**src/rtl/vga_command_dirty_tracker_top_macros.svh**
```systemverilog
// ----------------------------------------------------------------------------
// Assertion macros for the VGA command dirty tracker
// Clocked on aclk; the module using them must have aclk and aresetn in scope.
// ----------------------------------------------------------------------------
`ifndef VGA_COMMAND_DIRTY_TRACKER_TOP_MACROS_SVH
`define VGA_COMMAND_DIRTY_TRACKER_TOP_MACROS_SVH

`ifndef SYNTHESIS
// Checked only outside reset.
`define VCT_ASSERT(label, prop, msg) \
    label: assert property (@(posedge aclk) disable iff (!aresetn) prop) else $error(msg);
// Checked on every edge, reset included.
`define VCT_ASSERT_RESET(label, prop, msg) \
    label: assert property (@(posedge aclk) prop) else $error(msg);
`else
`define VCT_ASSERT(label, prop, msg)
`define VCT_ASSERT_RESET(label, prop, msg)
`endif

`endif

```
**src/rtl/vct_pkg.sv**
```systemverilog
// ----------------------------------------------------------------------------
// vct_pkg
// Shared types, opcodes and constants of the VGA command dirty tracker.
// ----------------------------------------------------------------------------
`timescale 1ns / 1ps
`default_nettype none

package vct_pkg;

    // Command opcodes
    localparam logic [2:0] OP_SET_MODE     = 3'd0;
    localparam logic [2:0] OP_GET_MODE     = 3'd1;
    localparam logic [2:0] OP_PAL_WRITE    = 3'd2;
    localparam logic [2:0] OP_PAL_READ     = 3'd3;
    localparam logic [2:0] OP_DIRTY_RECT   = 3'd4;
    localparam logic [2:0] OP_CURSOR_MOVE  = 3'd5;
    localparam logic [2:0] OP_CURSOR_SHAPE = 3'd6;
    localparam logic [2:0] OP_GET_DIRTY    = 3'd7;

    // Merge operand select
    localparam logic [2:0] MSEL_SCREEN_NEW = 3'd0;
    localparam logic [2:0] MSEL_SCREEN     = 3'd1;
    localparam logic [2:0] MSEL_RECT       = 3'd2;
    localparam logic [2:0] MSEL_CUR_OLD    = 3'd3;
    localparam logic [2:0] MSEL_CUR_NEW    = 3'd4;

    // Mode reset values and text mode signatures
    localparam logic [15:0] RESET_WIDTH     = 16'd640;
    localparam logic [15:0] RESET_HEIGHT    = 16'd480;
    localparam logic [7:0]  RESET_DEPTH     = 8'd8;
    localparam logic [15:0] TEXT_WIDE_W     = 16'd720;
    localparam logic [15:0] TEXT_WIDE_H     = 16'd400;
    localparam logic [7:0]  TEXT_WIDE_DEPTH = 8'd4;
    localparam logic [15:0] TEXT_NARROW_W   = 16'd640;
    localparam logic [15:0] TEXT_NARROW_H   = 16'd200;

    // Character cell size in pixels
    localparam logic [15:0] CELL_W = 16'd8;
    localparam logic [15:0] CELL_H = 16'd16;

    // Entries preloaded with the standard colors
    localparam logic [8:0] STD_COLOR_COUNT = 9'd16;

    typedef struct packed {
        logic [2:0]  opcode;
        logic [15:0] pos_x;
        logic [15:0] pos_y;
        logic [15:0] size_w;
        logic [15:0] size_h;
        logic [7:0]  depth_bits;
        logic [31:0] row_pitch;
        logic [7:0]  pal_index;
        logic [5:0]  red;
        logic [5:0]  green;
        logic [5:0]  blue;
        logic        cursor_on;
    } in_t;

    typedef struct packed {
        logic        dirty_flag;
        logic [15:0] out_x;
        logic [15:0] out_y;
        logic [15:0] out_w;
        logic [15:0] out_h;
        logic [7:0]  out_depth;
        logic        out_graphics;
        logic [31:0] out_pitch;
        logic [23:0] out_color;
    } out_t;

    // Controller to datapath
    typedef struct packed {
        logic       capture;
        logic       set_mode;
        logic       pal_write;
        logic       pal_read;
        logic       cursor_move;
        logic       cursor_shape;
        logic       merge_en;
        logic [2:0] merge_sel;
        logic       rem_en;
        logic       load_out;
        logic       clear_dirty;
    } cmd_t;

    // Datapath to controller
    typedef struct packed {
        logic [2:0] op;
        logic [2:0] held_op;
        logic       cursor_marks;
        logic       out_free;
    } sts_t;

    function automatic logic [23:0] std_color(input logic [3:0] idx);
        logic [23:0] c;
        unique case (idx)
            4'd0:    c = 24'h000000;
            4'd1:    c = 24'h0000AA;
            4'd2:    c = 24'h00AA00;
            4'd3:    c = 24'h00AAAA;
            4'd4:    c = 24'hAA0000;
            4'd5:    c = 24'hAA00AA;
            4'd6:    c = 24'hAA5500;
            4'd7:    c = 24'hAAAAAA;
            4'd8:    c = 24'h555555;
            4'd9:    c = 24'h5555FF;
            4'd10:   c = 24'h55FF55;
            4'd11:   c = 24'h55FFFF;
            4'd12:   c = 24'hFF5555;
            4'd13:   c = 24'hFF55FF;
            4'd14:   c = 24'hFFFF55;
            default: c = 24'hFFFFFF;
        endcase
        return c;
    endfunction

endpackage

`default_nettype wire

```
**src/rtl/vct_ctrl.sv**
```systemverilog
// ----------------------------------------------------------------------------
// vct_ctrl
// Command sequencer: applies a command on its transfer, runs the cursor
// cell steps, then loads the result register.
// ----------------------------------------------------------------------------
`timescale 1ns / 1ps
`default_nettype none
`include "vga_command_dirty_tracker_top_macros.svh"

module vct_ctrl (
    input  wire logic          aclk,
    input  wire logic          aresetn,
    input  wire logic          s_valid,
    output logic               s_ready,
    input  vct_pkg::sts_t      sts,
    output vct_pkg::cmd_t      cmd
);

    localparam logic [2:0] ST_IDLE    = 3'd0;
    localparam logic [2:0] ST_CUR_REM = 3'd1;
    localparam logic [2:0] ST_CUR_OLD = 3'd2;
    localparam logic [2:0] ST_CUR_NEW = 3'd3;
    localparam logic [2:0] ST_DONE    = 3'd4;

    logic [2:0] state_reg;
    logic [2:0] state_next;

    assign s_ready = (state_reg == ST_IDLE);

    always_comb begin
        cmd        = '0;
        state_next = state_reg;
        unique case (state_reg)
            ST_IDLE: begin
                if (s_valid) begin
                    cmd.capture = 1'b1;
                    state_next  = ST_DONE;
                    unique case (sts.op)
                        vct_pkg::OP_SET_MODE: begin
                            cmd.set_mode  = 1'b1;
                            cmd.merge_en  = 1'b1;
                            cmd.merge_sel = vct_pkg::MSEL_SCREEN_NEW;
                        end
                        vct_pkg::OP_PAL_WRITE: begin
                            cmd.pal_write = 1'b1;
                            cmd.merge_en  = 1'b1;
                            cmd.merge_sel = vct_pkg::MSEL_SCREEN;
                        end
                        vct_pkg::OP_PAL_READ: begin
                            cmd.pal_read = 1'b1;
                        end
                        vct_pkg::OP_DIRTY_RECT: begin
                            cmd.merge_en  = 1'b1;
                            cmd.merge_sel = vct_pkg::MSEL_RECT;
                        end
                        vct_pkg::OP_CURSOR_MOVE: begin
                            cmd.cursor_move = 1'b1;
                            if (sts.cursor_marks) begin
                                state_next = ST_CUR_REM;
                            end
                        end
                        vct_pkg::OP_CURSOR_SHAPE: begin
                            cmd.cursor_shape = 1'b1;
                        end
                        default: ;  // get mode, get dirty: result only
                    endcase
                end
            end
            ST_CUR_REM: begin
                cmd.rem_en = 1'b1;
                state_next = ST_CUR_OLD;
            end
            ST_CUR_OLD: begin
                cmd.merge_en  = 1'b1;
                cmd.merge_sel = vct_pkg::MSEL_CUR_OLD;
                state_next    = ST_CUR_NEW;
            end
            ST_CUR_NEW: begin
                cmd.merge_en  = 1'b1;
                cmd.merge_sel = vct_pkg::MSEL_CUR_NEW;
                state_next    = ST_DONE;
            end
            ST_DONE: begin
                if (sts.out_free) begin
                    cmd.load_out    = 1'b1;
                    cmd.clear_dirty = (sts.held_op == vct_pkg::OP_GET_DIRTY);
                    state_next      = ST_IDLE;
                end
            end
            default: state_next = ST_IDLE;
        endcase
    end

    always_ff @(posedge aclk) begin
        if (!aresetn) begin
            state_reg <= ST_IDLE;
        end else begin
            state_reg <= state_next;
        end
    end

    `VCT_ASSERT(a_busy_after_accept, (s_valid && s_ready) |=> !s_ready, "accepted back to back")
    `VCT_ASSERT(a_load_needs_room, cmd.load_out |-> sts.out_free, "result loaded over a held one")
    `VCT_ASSERT(a_capture_on_accept, cmd.capture |-> (s_valid && s_ready), "capture without transfer")

endmodule

`default_nettype wire

```
**config.mk**
```make
export PLATFORM = sky130hd
export DESIGN_NAME = vct_ctrl
export DESIGN_NICKNAME = d
export VERILOG_FILES = /design/src/rtl/vct_pkg.sv /design/src/rtl/vct_ctrl.sv
export VERILOG_INCLUDE_DIRS = /design/src /design/src/rtl
export SDC_FILE = /design/constraint.sdc
export NUM_CORES = 1
export LEC_CHECK = 0
export BUFFER_PORTS_ARGS = -buffer_cell sky130_fd_sc_hd__buf_2
export CAP_MARGIN = 20
export CORE_AREA = 2 2 39 41
export DETAILED_ROUTE_END_ITERATION = 12
export DIE_AREA = 0 0 41 43
export PLACE_DENSITY = 0.54
export SLEW_MARGIN = 15
export SYNTH_ARGS = -nofsm -noshare
export SYNTH_HDL_FRONTEND = slang
export SYNTH_SLANG_ARGS = --single-unit
export TNS_END_PERCENT = 20
```
**constraint.sdc**
```tcl
create_clock -name aclk -period 3.3 [get_ports aclk]
set_input_delay 0.33 -clock aclk [delete_from_list [all_inputs] [get_ports aclk]]
set_output_delay 0.33 -clock aclk [all_outputs]
set_load 0.05 [all_outputs]
```
==> results.cfg, run 1 <==
[routing]
wl_microns = 799
dr.pass1.iters = 2
drt_iter0_drc = 2
vias = 363
ant_nets = 0
wire_per_inst_microns = 10.11
viasPerCell = 4.595
drc = 0

[sta]
grt_setup_unrepaired = no
setup_violations = 0
relSlewSlack_pct = 79.70
fin_skew_ns = 0.0006880
fin_crit_sh_pct = 60.60
fmax_mhz = 500.0
finalSetupTns_ns = 0
setup_ws_ns = 1.300
slew_viol_final = 0
hold_viol = 0
tightest_slew_ns = 0.3040
min_period_ns = 2.000

[worst_setup_path]
criticalPathCategory = register to output pin
cp-start-kind = register
cp_max_fo = 9
worst_setup_path_end_kind = output pin
critPathArrivalTime_ns = 1.67
worstPathBufferInverterCount = 1
cpPeakStageDelay_ns = 0.59
cp_top_family = simple AND/OR/NAND/NOR gates
slowest_stage = or4b_4
path_cells = or4b_4 > and2b_2 > buf_2
required_ns = 2.97

[global_route]
globalRoute.totalOverflow = 0
grt_pass1_wl_microns = 1193
grt_pass1_vias = 300
antenna_found_initial = 0
track_usage_pct = 9.500
grt_start_max_net_pins = 10

[run_status]
status = finished clean

[synthesis]
synth_area_leaders = dfxtp_1 20%, nor3_1 8.3%, buf_6 7.5%
yosysWarnings = 0
synthFlopType = dfxtp_1
yosysMostFrequentCell = nor3_1
syn_avg_cell_area_sq_um = 7.902
synth-edff-count = 0
synth_seq_cells = 3
syn_area_sq_um = 300.3
synth_nets = 49
synthArstFlopShare_pct = 0
synth_common_cells = 5 x nor3_1, 4 x inv_1, 3 x dfxtp_1
yosysTopAreaCell = dfxtp_1
yosys.area.top_type_share_pct = 20.00
ys_seq_area_share_pct = 20.00
synthCells = 38
yosys.cell_types.count = 25

[clocking]
numCtsBuffers = 3
hold_buffers = 0
cts_tree = built
ctsRootBufferMaster = clkbuf_4
post-cts-setup-buffers = 0
worstSkewPairLatency_ns = 0.23
cts_resized = 0
cts.sinks = 3
clkSlewWorstSetupHoldPaths_ns = 0.04
htreeDepth = 1
clockBufferDepth = 2

[pwr]
p_per_area_nw_per_um2 = 366.2
ir_drop_v = 0.0001524
power.leakage_nw = 0.2328

[finish]
fillers = 161
ff_latch_area_sq_um = 60.06
largest_reg_flops = 3
finalNetCount = 75
multi_input_area_sq_um = 197.7
syn_to_final_growth_pct = 46.25
fin_area_sq_um = 439.2
drive_above_1_share_pct = 50.79
antenna_cells = 0

[place]
dp.final_hpwl_microns = 631.9
place_ws_ns = 1.543
globalplace.congestion = 0.6866
portBuffers = 24
dpl_cell_area_sq_um = 412.9

[die]
start_util_pct = 21.70
die_area_sq_um = 1763
core_area_sq_um = 1384
std_cell_rows = 14
io_pins = 25
die_y_microns = 43
dieWidth_microns = 41

[job]
max_cap_violations = 0

[min_path]
hold_path_class = primary input to register
-- through the flow --
| step | power [W] | hold WS (ns) | std cells | util, % |
|---|---|---|---|---|
| 2_1_floorplan | 0.00008186 | 0.4579 | 38 | - |
| 3_3_place_gp | 0.00009729 | 0.5748 | 75 | 29.84 |
| 3_5_place_dp | 0.00009716 | 0.5791 | 75 | 29.84 |
| 4_1_cts | 0.0001627 | 0.3387 | 79 | 31.74 |
| 5_1_grt | 0.0001720 | 0.3418 | 79 | 31.74 |
| 6_report | 0.0001608 | 0.3416 | 79 | 31.74 |
-- layer usage --
layer | global-route usage (%) | vias up | part of all wire, % | routed length, microns
li1 | - | 191 | - | -
met1 | 14.92 | 156 | 47 | 377
met2 | 12.19 | 16 | 42 | 332
met3 | 3.141 | 0 | 11 | 89
met4 | 2.000 | 0 | 0 | 0
met5 | 0 | - | 0 | 0
-- area by class of cell --
| class | count | area share [%] |
|---|---|---|
| multi-input combinational | 28 | 45.01 |
| timing repair buffer | 24 | 27.35 |
| sequential | 3 | 13.68 |
| clock buffer | 4 | 5.983 |
| tap | 16 | 4.558 |
| inverter | 4 | 3.419 |
-- where the power goes --
part	switching (W)	internal, W	total (W)
Combinational	0.0000379	0.0000175	0.0000554
Clock	0.0000189	0.0000453	0.0000642
Sequential	0.00000329	0.0000379	0.0000412
Total	0.0000601	0.000101	0.000161
-- cells by family after synthesis --
kind of cell | synth area share, %
and+or+nand+nor | 49.17
buffers and inverters | 14.16
AOI/OAI and AO/OA | 13.75
DFF | 20.00
xor gates and xnor gates | 2.917
-- worst reg2reg max path: stages, from the launching register on --
cell	delay (ns)
dfxtp_1	0.38
or4b_4	0.59
a21oi_2	0.13
o31a_1	0.12
-- final timing paths --
kind	startpoint	to	slack, ns	cells after the start
max reg2reg	state_reg[1]$_SDFFE_PN0P_	state_reg[2]$_SDFFE_PN0P_	2.02	3
min reg2reg	state_reg[2]$_SDFFE_PN0P_	state_reg[1]$_SDFFE_PN0P_	0.62	1
max	state_reg[1]$_SDFFE_PN0P_	cmd[8]	1.30	3
min	aresetn	state_reg[2]$_SDFFE_PN0P_	0.34	2
-- layout by cell type (no fill, tap or decap), types with 2 or more instances in the layout --
cell type,synthesis,routed
nor4b_1,2,2
a31oi_1,2,2
nor3_1,5,5
clkbuf_4,0,3
inv_1,4,4
nor2_1,2,2
dfxtp_1,3,3
buf_2,0,24
No activity file was read; power rests on OpenSTA's default activity.
==> run 2, diff against run 1 <==
Clock period 3.3 ns to 2.1 ns, I/O delays scaled along.
==> run 2 against run 1 <==
Compared with the run above:
- final cell count did not move
- critical path depth did not move
- non-clock buffer count did not move
- worst hold slack got worse by 0.13 ns
- final area rose by 8.0%
- via count rose by 2.5%
- critical path type unchanged
- highest routed layer unchanged
==> results.cfg, run 2 (synthesis results as in run 1) <==
[finish]
fillers = 155
largest_reg_flops = 3
layout_common_cells = 24 x buf_2, 4 x inv_1, 3 x nor3_1, 3 x clkbuf_4, 3 x dfxtp_1
drive_above_1_share_pct = 58.73
syn_to_final_growth_pct = 57.92
fin_area_sq_um = 474.2
finalNetCount = 75
final_common_cell = buf_2
antenna_cells = 0

[clocking]
post-cts-setup-buffers = 0
clkSlewWorstSetupHoldPaths_ns = 0.04
hold_buffers = 0
cts_tree = built
cts_resized = 0
worstSkewPairLatency_ns = 0.24
cts.sinks = 3
ctsRootBufferMaster = clkbuf_4
numCtsBuffers = 3
htreeDepth = 1
clockBufferDepth = 2

[die]
io_pins = 25
die_area_sq_um = 1763
start_util_pct = 21.70
std_cell_rows = 14
die_y_microns = 43
core_area_sq_um = 1384
dieWidth_microns = 41

[pwr]
clockPowerShare_pct = 40.1
ir_drop_v = 0.0002490
p_sw_w = 0.0001036
power.leakage_nw = 0.2437
seq_power_share_pct = 24.8
p_sw_share_pct = 39.12
p_per_area_nw_per_um2 = 558.6
p_comb_share_pct = 35.1
p_int_w = 0.0001613

[global_route]
grt_pass1_wl_microns = 1311
globalRoute.totalOverflow = 0
antenna_found_initial = 0
grt_pass1_vias = 323
use_met2_pct = 15.00
busiest_layer = met2
use_met3_pct = 3.141
grt_start_max_net_pins = 10
track_usage_pct = 10.23
grt_util_met1_pct = 14.42

[worst_setup_path]
critPathArrivalTime_ns = 1.71
worst_setup_path_end_kind = output pin
criticalPathCategory = register to output pin
cp-start-kind = register
cp_max_fo = 9
required_ns = 1.89

[routing]
drt_iter0_drc = 1
viasPerCell = 4.709
ant_nets = 0
wl_microns = 832
wire_per_inst_microns = 10.53
dr.pass1.iters = 4
vias = 372
drc = 0

[sta]
fmax_mhz = 519.6
slew_viol_final = 0
relSlewSlack_pct = 74.20
hold_viol = 0
grt_setup_unrepaired = no
setup_violations = 0
finalSetupTns_ns = 0
fin_crit_sh_pct = 91.64
min_period_ns = 1.924
fin_skew_ns = 0.0007490
tightest_slew_ns = 0.3865

[place]
globalplace.congestion = 0.7906
dp.final_hpwl_microns = 651.8
dpl_cell_area_sq_um = 447.9
portBuffers = 24

[run_status]
status = finished clean

[job]
max_cap_violations = 0

[min_path]
hold_path_class = primary input to register
## run 2: cell counts in the layout (fill, tap and decap cells not counted)
No cell type changed its count.
## run 2: power groups by stage
| stage | sequential (W) | combinational [W] | clock [W] |
|---|---|---|---|
| final | 0.0000657 | 0.0000930 | 0.000106 |
| after global routing | 0.0000665 | 0.0000997 | 0.000113 |
| after CTS | 0.0000655 | 0.0000937 | 0.000109 |
| after detailed placement | 0.0000663 | 0.0000934 | 0 |
| after global placement | 0.0000665 | 0.0000934 | 0 |
| after floorplan | 0.0000609 | 0.0000738 | 0 |
## run 2: cell type report
| type | count | area, sq um | area share (%) |
|---|---|---|---|
| sequential | 3 | 60.06 | 12.66 |
| tap | 16 | 20.02 | 4.222 |
| timing repair buffer | 24 | 120.1 | 25.33 |
| clock buffer | 4 | 26.28 | 5.541 |
| inverter | 4 | 15.01 | 3.166 |
| multi-input combinational | 28 | 232.7 | 49.08 |
## run 2: final timing paths
kind,from,cells past startpoint,endpoint,slack [ns]
setup / recovery,state_reg[1]$_SDFFE_PN0P_,3,cmd[8],0.18
setup reg to reg,state_reg[1]$_SDFFE_PN0P_,3,state_reg[2]$_SDFFE_PN0P_,0.79
hold / removal,aresetn,2,state_reg[2]$_SDFFE_PN0P_,0.21
hold reg to reg,state_reg[2]$_SDFFE_PN0P_,1,state_reg[1]$_SDFFE_PN0P_,0.65
## run 2: through the flow
stage               utilization [%]  hold WS, ns  std cells  total power, W  setup slack (ns)
floorplan                         -       0.3379         38       0.0001346           -0.1545
global placement              32.37       0.4493         75       0.0001599            0.4449
detailed placement            32.37       0.4545         75       0.0001596            0.4243
CTS                           34.27       0.2101         79       0.0002680            0.1679
global route                  34.27       0.2198         79       0.0002791           0.09653
finish                        34.27       0.2149         79       0.0002649            0.1756
## run 2: routing by layer
| metal | up-vias | share of wire (%) |
|---|---|---|
| met1 | 163 | 44 |
| li1 | 190 | - |
| met5 | - | 0 |
| met3 | 0 | 13 |
| met4 | 0 | 0 |
| met2 | 19 | 43 |
## run 2: worst max-delay path, stage by stage (launching register included)
cell and delay, ns:
dfxtp_1 0.40, or4b_4 0.60, and2b_2 0.22, buf_2 0.25
==> run 3, diff against run 2 <==
--- a/config.mk
+++ b/config.mk
@@ -13,3 +13,3 @@
 export DIE_AREA = 0 0 41 43
-export PLACE_DENSITY = 0.54
+export PLACE_DENSITY = 0.56
 export SLEW_MARGIN = 15
==> constraint.sdc (replaced) <==
create_clock -name aclk -period 1.68 [get_ports aclk]
set_input_delay 0.084 -clock aclk [delete_from_list [all_inputs] [get_ports aclk]]
set_output_delay 0.084 -clock aclk [all_outputs]
set_load 0.05 [all_outputs]
==> run 3 against run 2 <==
Compared with the run above:
- sequential cell count stayed put
- critical endpoint unchanged
- highest routed layer unchanged
- total power grew 28%
- combinational power grew 47%
- utilization rose by 4.5 points
- sequential power increased by 15%
- final area rose by 13%
- largest power group is now combinational cells
- critical path depth unchanged
- final cell count rose by 3.8%
- wire length grew 3.1%
- global-route usage up 0.90 points
- clock power up 19%
==> results.cfg, run 3 (synthesis results as in run 1) <==
[run_status]
status = finished clean

[die]
std_cell_rows = 14
die_y_microns = 43
core_area_sq_um = 1384
die_area_sq_um = 1763
start_util_pct = 21.70
io_pins = 25
dieWidth_microns = 41

[worst_setup_path]
worstPathBufferInverterCount = 1
cp-start-kind = register
criticalPathCategory = register to output pin
cp_max_fo = 4
path_cells = or4b_4 > and2b_2 > clkbuf_4
required_ns = 1.60
rr_worst_depth = 4
crit_start = state_reg[1]$_SDFFE_PN0P_
slowest_stage = or4b_4
critPathArrivalTime_ns = 1.53
r2r-start = state_reg[1]$_SDFFE_PN0P_
cpPeakStageDelay_ns = 0.56
reg2reg_to = state_reg[2]$_SDFFE_PN0P_
cp_top_family = simple AND/OR/NAND/NOR gates
rrSetupSlack_ns = 0.51
worst_setup_path_end_kind = output pin

[finish]
fillers = 141
layout_common_cells = 22 x buf_2, 5 x clkbuf_4, 4 x inv_1, 3 x buf_4, 3 x dfxtp_1
finalNetCount = 78
fin_area_sq_um = 536.8
ff_latch_area_sq_um = 60.06
final_common_cell = buf_2
antenna_cells = 0
largest_reg_flops = 3
drive_above_1_share_pct = 65.15
multi_input_area_sq_um = 267.8
syn_to_final_growth_pct = 78.75

[pwr]
power.leakage_nw = 0.2648
seq_power_share_pct = 22.4
p_sw_w = 0.0001289
p_int_w = 0.0002093
p_sw_share_pct = 38.11
ir_drop_v = 0.0003016
clockPowerShare_pct = 37.1
total_power_w = 0.0003381
p_comb_share_pct = 40.4
p_per_area_nw_per_um2 = 629.9

[routing]
viasPerCell = 4.512
dr.pass1.iters = 2
drc = 0
wire_per_inst_microns = 10.46
vias = 370
ant_nets = 0
drt_iter0_drc = 2
wl_microns = 858

[sta]
finalSetupTns_ns = 0
grt_setup_unrepaired = no
relSlewSlack_pct = 79.91
min_period_ns = 1.615
fin_hold_ws_ns = 0.1082
setup_ws_ns = 0.06496
slew_viol_final = 0
fin_crit_sh_pct = 96.13
tightest_slew_ns = 0.3007
hold_viol = 0
fmax_mhz = 619.2
fin_skew_ns = 0.001280
setup_violations = 0

[place]
portBuffers = 24
dpl_cell_area_sq_um = 505.5
dp.final_hpwl_microns = 699.7
place_ws_ns = 0.2759
globalplace.congestion = 0.6836

[clocking]
cts.sinks = 3
ctsRootBufferMaster = clkbuf_4
post-cts-setup-buffers = 0
numCtsBuffers = 3
cts_tree = built
clkSlewWorstSetupHoldPaths_ns = 0.04
worstSkewPairLatency_ns = 0.23
htreeDepth = 1
hold_buffers = 0
clockBufferDepth = 2
cts_resized = 0

[global_route]
grt_start_max_net_pins = 9
grt_pass1_vias = 333
globalRoute.totalOverflow = 0
track_usage_pct = 11.13
antenna_found_initial = 0
grt_pass1_wl_microns = 1345

[min_path]
min-delay-start = aresetn
hold_depth = 2
hold_path_class = primary input to register
whs_endpoint = state_reg[2]$_SDFFE_PN0P_

[job]
max_cap_violations = 0
[run 3: stage by stage]
| step | cells | util (%) |
|---|---|---|
| finish | 82 | 38.79 |
| global route | 82 | 38.79 |
| CTS | 82 | 38.43 |
| detailed placement | 78 | 36.53 |
| global placement | 78 | 36.53 |
| floorplan | 38 | - |
[run 3: worst max path at each step]
stage               to  slack [ns]  cells past startpoint
5_1_grt        cmd[11]       0.002                      5
6_report        cmd[8]        0.06                      3
4_1_cts         cmd[8]        0.02                      3
3_3_place_gp    cmd[8]        0.28                      3
3_5_place_dp    cmd[8]        0.28                      3
2_1_floorplan  cmd[11]       -0.08                      4
[run 3: final cells by class]
cell class	instances	share of cell area, %
flip-flops and latches	3	11.19
multi-input cells	28	49.88
well taps	16	3.730
inverters	4	2.797
repair buffers	27	27.51
clock buffers	4	4.895
[run 3: metal layers]
layer  share of wire, %  GRT usage, %  vias up
met3                7.0         3.141        0
met5                  0             0        -
met4                  0         4.000        0
met2                 50         17.50       13
li1                   -             -      191
met1                 43         13.78      166
[run 3: power by group through the flow]
stage | sequential [W] | combinational [W] | clock (W)
2_1_floorplan | 0.0000761 | 0.000102 | 0
3_3_place_gp | 0.0000768 | 0.000137 | 0
3_5_place_dp | 0.0000770 | 0.000137 | 0
4_1_cts | 0.0000759 | 0.000138 | 0.000131
5_1_grt | 0.0000760 | 0.000146 | 0.000135
6_report | 0.0000758 | 0.000137 | 0.000126
